## config.mk

```make
export PLATFORM = sky130hd
export DESIGN_NAME = groa_row_store
export DESIGN_NICKNAME = d
export VERILOG_FILES = /design/src/hdl/grid_rectangle_occupancy_allocator_unit_assert.svh /design/src/hdl/groa_row_store.sv
export SDC_FILE = /design/constraint.sdc
export NUM_CORES = 1
export LEC_CHECK = 0
export ABC_AREA = 1
export BUFFER_PORTS_ARGS = -buffer_cell sky130_fd_sc_hd__buf_4
export CORE_AREA = 2 2 285 287
export CTS_BUF_LIST = sky130_fd_sc_hd__clkbuf_8
export CTS_CLUSTER_DIAMETER = 60
export DETAILED_ROUTE_END_ITERATION = 8
export DIE_AREA = 0 0 287 289
export PLACE_DENSITY_LB_ADDON = 0.08
export SYNTH_ARGS = -nofsm -noshare
export SYNTH_HDL_FRONTEND = slang
export SYNTH_SLANG_ARGS = --single-unit
```

## constraint.sdc

```tcl
create_clock -name clk -period 2.1 [get_ports clk]
set_input_delay 0.42 -clock clk [delete_from_list [all_inputs] [get_ports clk]]
set_output_delay 0.42 -clock clk [all_outputs]
set_load 0.01 [all_outputs]
```

## src/hdl/grid_rectangle_occupancy_allocator_unit_assert.svh

```systemverilog
// Assertion macros for the grid rectangle occupancy allocator.
`ifndef GRID_RECTANGLE_OCCUPANCY_ALLOCATOR_UNIT_ASSERT_SVH
`define GRID_RECTANGLE_OCCUPANCY_ALLOCATOR_UNIT_ASSERT_SVH
`ifndef SYNTHESIS
// same-cycle implication
`define GROA_ASSERT_IMP(name, clk, rst_n, ante, cons) \
	name: assert property (@(posedge clk) disable iff (!rst_n) (ante) |-> (cons)) \
		else $error("assertion failed");
// next-cycle implication
`define GROA_ASSERT_NEXT(name, clk, rst_n, ante, cons) \
	name: assert property (@(posedge clk) disable iff (!rst_n) (ante) |=> (cons)) \
		else $error("assertion failed");
`else
`define GROA_ASSERT_IMP(name, clk, rst_n, ante, cons)
`define GROA_ASSERT_NEXT(name, clk, rst_n, ante, cons)
`endif
`endif

```

## src/hdl/groa_row_store.sv

```systemverilog
// Row memory of the occupancy and origin valid bits, with per-row valid flags.
`timescale 1ns / 1ps
`default_nettype none
module groa_row_store #(
	parameter int ROWS   = 16,
	parameter int ADDR_W = 4,
	parameter int WORD_W = 32
) (
	input  wire logic                 clk,
	input  wire logic                 arst_n,
	input  wire logic                 rd_en,
	input  wire logic [ADDR_W-1:0]    rd_addr,
	output logic      [WORD_W-1:0]    rd_data,
	input  wire logic                 wr_en,
	input  wire logic [ADDR_W-1:0]    wr_addr,
	input  wire logic [WORD_W-1:0]    wr_data
);
	logic [WORD_W-1:0] mem [ROWS];
	logic [ROWS-1:0]   row_init_q;

	// a row never written reads as all zero
	always_ff @(posedge clk or negedge arst_n) begin
		if (!arst_n) begin
			row_init_q <= '0;
		end else if (wr_en) begin
			row_init_q[wr_addr] <= 1'b1;
		end
	end

	always_ff @(posedge clk) begin
		if (wr_en) begin
			mem[wr_addr] <= wr_data;
		end
		if (rd_en) begin
			rd_data <= row_init_q[rd_addr] ? mem[rd_addr] : '0;
		end
	end
endmodule
`default_nettype wire

```

==> results of run 1 <==
sequential cells by signal (all words and copies together), names as in the netlist:
name / cells
mem: 512
rd_data: 32
row_init_q: 16
power breakdown:
group	internal, mW	total [mW]	switching (mW)
logic	0.601	1.79	1.19
clock network	5.09	9.62	4.53
registers	12.5	12.6	0.0683
total	18.2	24.0	5.79
what timing repair did:
action / 4_1_cts / 5_1_grt
hold buffers: 22 / 0
gates resized for setup: 0 / 0
endpoints found under the hold margin: 255 / 0
final cells by class:
class                           instances  area (um^2)
Tap cell                             1060         1326
Clock inverter                         70        330.3
Antenna cell                            2        5.005
Multi-Input combinational cell       1161         5001
Clock buffer                          112         1541
Timing Repair Buffer                  175         2013
Sequential cell                       560        16740
Inverter                              439         1659
Fill cell                            8037        51280
layer usage:
metal / part of all wire / GRT usage / up-vias
met5: 0.00019 / 0 / -
met4: 0.021 / 0.04922 / 2
met3: 0.040 / 0.02496 / 115
met2: 0.47 / 0.2725 / 307
met1: 0.47 / 0.2316 / 7675
li1: - / - / 7670
kinds of logic after synthesis:
logic type | after synthesis
compound gates | 16
buf+inv | 550
flops | 560
simple gates | 1145
how the worst max path moves through the flow:
| stage | to | slack, ps | cells after the start |
|---|---|---|---|
| 2_1_floorplan | mem[10][0]$_DFFE_PP_ | -350 | 3 |
| 3_3_place_gp | rd_data[12]$_SDFFCE_PN0P_ | 160 | 10 |
| 3_5_place_dp | rd_data[29]$_SDFFCE_PN0P_ | 140 | 10 |
| 4_1_cts | rd_data[15] | 250 | 1 |
| 5_1_grt | rd_data[15] | 280 | 1 |
| 6_report | rd_data[15] | 360 | 1 |
per-stage QoR:
| stage | hold slack, ps | cell area [um^2] | cells |
|---|---|---|---|
| global route | 35.23 | 28610 | 3579 |
| detailed placement | 303.7 | 26520 | 3373 |
| floorplan | 124.4 | 23800 | 2271 |
| CTS | 2.923 | 28610 | 3577 |
| global placement | 301.1 | 26520 | 3373 |
| finish | 70.91 | 28610 | 3579 |
placed cells by master, fill, tap and decap left out:
cell type	n
nor2_4	16
inv_4	1
buf_12	51
nand3_1	400
edfxtp_1	544
bufinv_16	2
dfrtp_1	16
nand2_2	1
diode_2	2
nor2_1	2
buf_4	101
inv_6	1
o21ai_0	16
inv_1	474
clkinv_2	3
dlygate4sd3_1	22
clkinv_1	24
clkbuf_8	113
inv_2	1
clkinvlp_4	2
nand2_1	726
inv_8	1
==> run metrics, run 1 <==
status=finished clean; unrepaired setup endpoints after global routing=no; postcts setup bufs=0; Yosys reg bits=560; final antenna-violating net count=0; final hold vios=0; final critical-path required period=1737 ps; CP max FO=1; fin crit share=0.8273; Yosys Warn Count=0; Port Buf Inserts=75; Die X=287 um; initial antenna violation count=3; Power Total=24.03 mW; Worst Tran Pin Value=742.1 ps; Cells after Synth=2271; EDFF count, synth=544; fin nets=2486; Starting Density=0.2978; relative slew slack=0.5053; synthesized cell area=23790 um^2; Main synth FF type=edfxtp_1; gpl congestion=0.7184; htree depth=3; FF-to-FF path depth=9; First DRT Iteration DRCs=1150; most common cell in the synthesized netlist=nand2_1; Layout Utilization=0.3581; worst r2r src=row_init_q[7]$_DFFE_PN0P_; post-synthesis simple-gate area fraction=0.2017; main combinational cell family by area after synthesis=simple AND/OR/NAND/NOR gates; hold path endpoint=mem[8][27]$_DFFE_PP_; number of unique standard cell types used by synthesis=12; # rows=104; post-synthesis mux area share=0; Core Region=79900 um^2; Synth Area in Compound Gates=0.003366; CP max-delay cell=edfxtp_1; Worst Slack Setup Final=362.7 ps; DRT Wirelength=68840 um; VDD IR max=396.1 uV; register area share after synthesis=0.7035; IO Count=76; total grt overflow=0; Max-cap violations=0; Synth area leader=edfxtp_1; fmax=575.6 MHz; Post-synth ARST share=0.02857; CTS tree=built; Place WS=142.4 ps; Worst-path clk slew=60 ps; HPWL reported at the end of detailed placement=37380 um; clk sink count=560; layout cells sized above 1=0.1164; crit-path cells=buf_4; largest net degree at the start of global routing=64; first-pass GRT wire length=102500 um; CP endpoint kind=primary output; cell family with most CP delay=flip-flops; Sum Neg Setup Slack=0 ps; final setup fails=0; crit path launch=rd_data[15]$_SDFFCE_PN0P_; WP buf/inv=1; DRT Pass-1 Iters=5; Worst EP arrival=1320 ps; vias per cell=4.406; startpoint types=flop; Post-Syn Nets=2315; gr usage total=0.1673; Clk Latency, worst-skew pair=680 ps; Synth Area in XOR/XNOR=0; synthesized area per cell=10.48 um^2; Die ar.=82940 um^2; vias in the first global route=15496; top post-synthesis cells by area=edfxtp_1 69%, nand2_1 11%, nand3_1 8.4%; Adder-Cell Fraction of Synth Area=0; Worst R2R Setup Slack=630 ps; WS Path Type=flop to primary output; Worst Path Required=1680 ps; Worst Skew=17.86 ps; CTS Buffer Depth=3; vias after detailed routing=15769; reg2reg end=rd_data[29]$_SDFFCE_PN0P_; LEAKAGE=12.34 nW; Hold Startpoint=wr_data[27]; hold depth=1; WL/cell=19.24 um; worst min-delay path class=primary input to flop; top cell type's share of synthesized area=0.6867; PD cells=839.7 nW/um^2; count of pins over their slew limit=0; DRC Markers=0; height of the die=289 um; CTS Root Cell=clkbuf_8; synthesis-to-finish area growth=20.27%; CP peak stage delay=460 ps; Synth top cells by count=727 x nand2_1, 544 x edfxtp_1, 438 x inv_1; CTS buffer count=105
Note: power is estimated with default switching activity, not from simulation.
==> run 2, diff against run 1 <==
==> constraint.sdc (replaced) <==
create_clock -name clk -period 1.6 [get_ports clk]
set_input_delay 0.32 -clock clk [delete_from_list [all_inputs] [get_ports clk]]
set_output_delay 0.32 -clock clk [all_outputs]
set_load 0.01 [all_outputs]
==> run 2 against run 1 <==
Effect of this change: the flow now finishes with violations (setup timing); clock skew rose by 7.7 ps; hold slack got worse by 26 ps; cell area rose by 2.6%; global-route usage rose by 0.18 points; sequential cell count did not move; first-iteration DRC count fell by 9.4%; routed wire length rose by 1.2%; sequential share of layout area fell by 1.5 points; highest routed layer unchanged.
==> run metrics, run 2 (synthesis gave the netlist of run 1 again) <==
status=finished, violations left; failing checks=setup timing; Worst R2R Setup Slack=170 ps; Core Region=79900 um^2; most frequent cells in the layout=726 x nand2_1, 544 x edfxtp_1, 472 x inv_1; final setup fails=6; Starting Density=0.2978; WL/cell=19.13 um; # rows=104; Regs by FF count=mem: 512 flops, rd_data: 32 flops, row_init_q: 16 flops; Worst Slack Setup Final=-75.47 ps; Seq pwr share=0.525; first-pass GRT wire length=103600 um; final antenna-violating net count=0; IO Count=76; CTS Root Cell=clkbuf_8; fin nets=2544; fin crit share=1.047; Psw=7.733 mW; DRT Pass-1 Iters=6; CP endpoint kind=primary output; postcts setup bufs=0; Port Buf Inserts=75; vias after detailed routing=16140; cell family with most CP delay=flip-flops; gr usage total=0.1691; Worst EP arrival=1360 ps; PD cells=1075 nW/um^2; crit-path cells=buf_6; Die X=287 um; CP peak stage delay=500 ps; final critical-path required period=1675 ps; total grt overflow=0; GR Layer Usage met2=0.2662; Worst Skew=25.52 ps; Place WS=-158.7 ps; clock network power share=0.395; unrepaired setup endpoints after global routing=yes; DRC Markers=0; Die ar.=82940 um^2; CP max-delay cell=edfxtp_1; final hold vios=0; met3 Resource Use GR=0.02866; worst r2r src=row_init_q[5]$_DFFE_PN0P_; startpoint types=flop; Logic pwr share=0.080; Worst Path Required=1280 ps; CTS tree=built; fmax=596.8 MHz; reg2reg end=rd_data[30]$_SDFFCE_PN0P_; count of pins over their slew limit=0; CP max FO=1; worst min-delay path class=primary input to asynchronous set/reset pin; WS Path Type=flop to primary output; HPWL reported at the end of detailed placement=40400 um; FF-to-FF path depth=9; Top reg by flops=mem; number of flip-flops under the largest register name=512; VDD IR max=515.0 uV; vias in the first global route=16122; Power Internal=23.83 mW; vias per cell=4.433; synthesis-to-finish area growth=23.42%; CTS buffer count=104; DRT Wirelength=69660 um; Worst-path clk slew=60 ps; layout cells sized above 1=0.1312; htree depth=3; CTS Buffer Depth=3; clk sink count=560; Clk Latency, worst-skew pair=700 ps; Worst Tran Pin Value=505.1 ps; initial antenna violation count=3; busiest grt layer=met2; Sw Ratio=0.2450; relative slew slack=0.6633; commonest non-fill, non-tap cell in the layout=nand2_1; met1 usage=0.2376; Power Total=31.57 mW; LEAKAGE=12.70 nW; height of the die=289 um; Max-cap violations=0; First DRT Iteration DRCs=1042; largest net degree at the start of global routing=53; WP buf/inv=1; gpl congestion=0.7520
[run 2: changes by cell type in the layout (fill, tap and decap cells not counted), sizes merged]
cell / change
buf: +48
clkbuf: -6
dlygate4sd3: +11
clkinvlp: -1
diode: +3
clkinv: +7
[run 2: how the worst max path moves through the flow]
stage | startpoint | endpoint | slack, ps | cells after the start
detailed placement | rd_addr[0] | rd_data[12]$_SDFFCE_PN0P_ | -160 | 11
global route | rd_data[14]$_SDFFCE_PN0P_ | rd_data[14] | -140 | 1
CTS | rd_data[14]$_SDFFCE_PN0P_ | rd_data[14] | -150 | 1
global placement | rd_addr[0] | rd_data[12]$_SDFFCE_PN0P_ | -160 | 11
floorplan | wr_addr[2] | mem[10][0]$_DFFE_PP_ | -290 | 3
finish | rd_data[14]$_SDFFCE_PN0P_ | rd_data[14] | -80 | 1
[run 2: through the flow]
step	area [um^2]	util	cells	setup TNS (ps)	hold WS (ps)
global route	29360	0.3675	3640	-830.8	13.68
floorplan	23840	-	2271	-125790	24.41
global placement	27110	0.3394	3421	-3938	190.4
detailed placement	27110	0.3394	3421	-4012	198.8
finish	29360	0.3675	3641	-173.9	44.87
CTS	29340	0.3672	3636	-960.4	0.4644
[run 2: final cells by class]
class | instances | area (um^2)
repair buffers | 234 | 2796
well taps | 1060 | 1326
inverters | 439 | 1659
fillers | 7938 | 50530
clock buffers | 106 | 1459
multi-input cells | 1161 | 5001
flip-flops and latches | 560 | 16740
clock inverters | 76 | 371.6
diodes | 5 | 12.51
[run 2: power groups by stage]
stage,Combinational [mW],Clock [mW],Sequential (mW)
global route,2.82,13.5,16.6
floorplan,1.14,0,16.9
CTS,2.59,13.0,16.6
global placement,2.49,0,16.9
detailed placement,2.49,0,16.9
finish,2.53,12.5,16.6
[run 2: layer usage]
layer,vias to the layer above,part of all wire
li1,7801,-
met1,7854,0.48
met2,360,0.45
met3,123,0.046
met4,2,0.024
met5,-,0.00019
[run 2: timing repair]
item	4_1_cts	5_1_grt
endpoints found under the hold margin	528	0
pin swaps	0	0
resized for setup	17	3
endpoints found under the setup margin	20	20
hold buffers	33	0
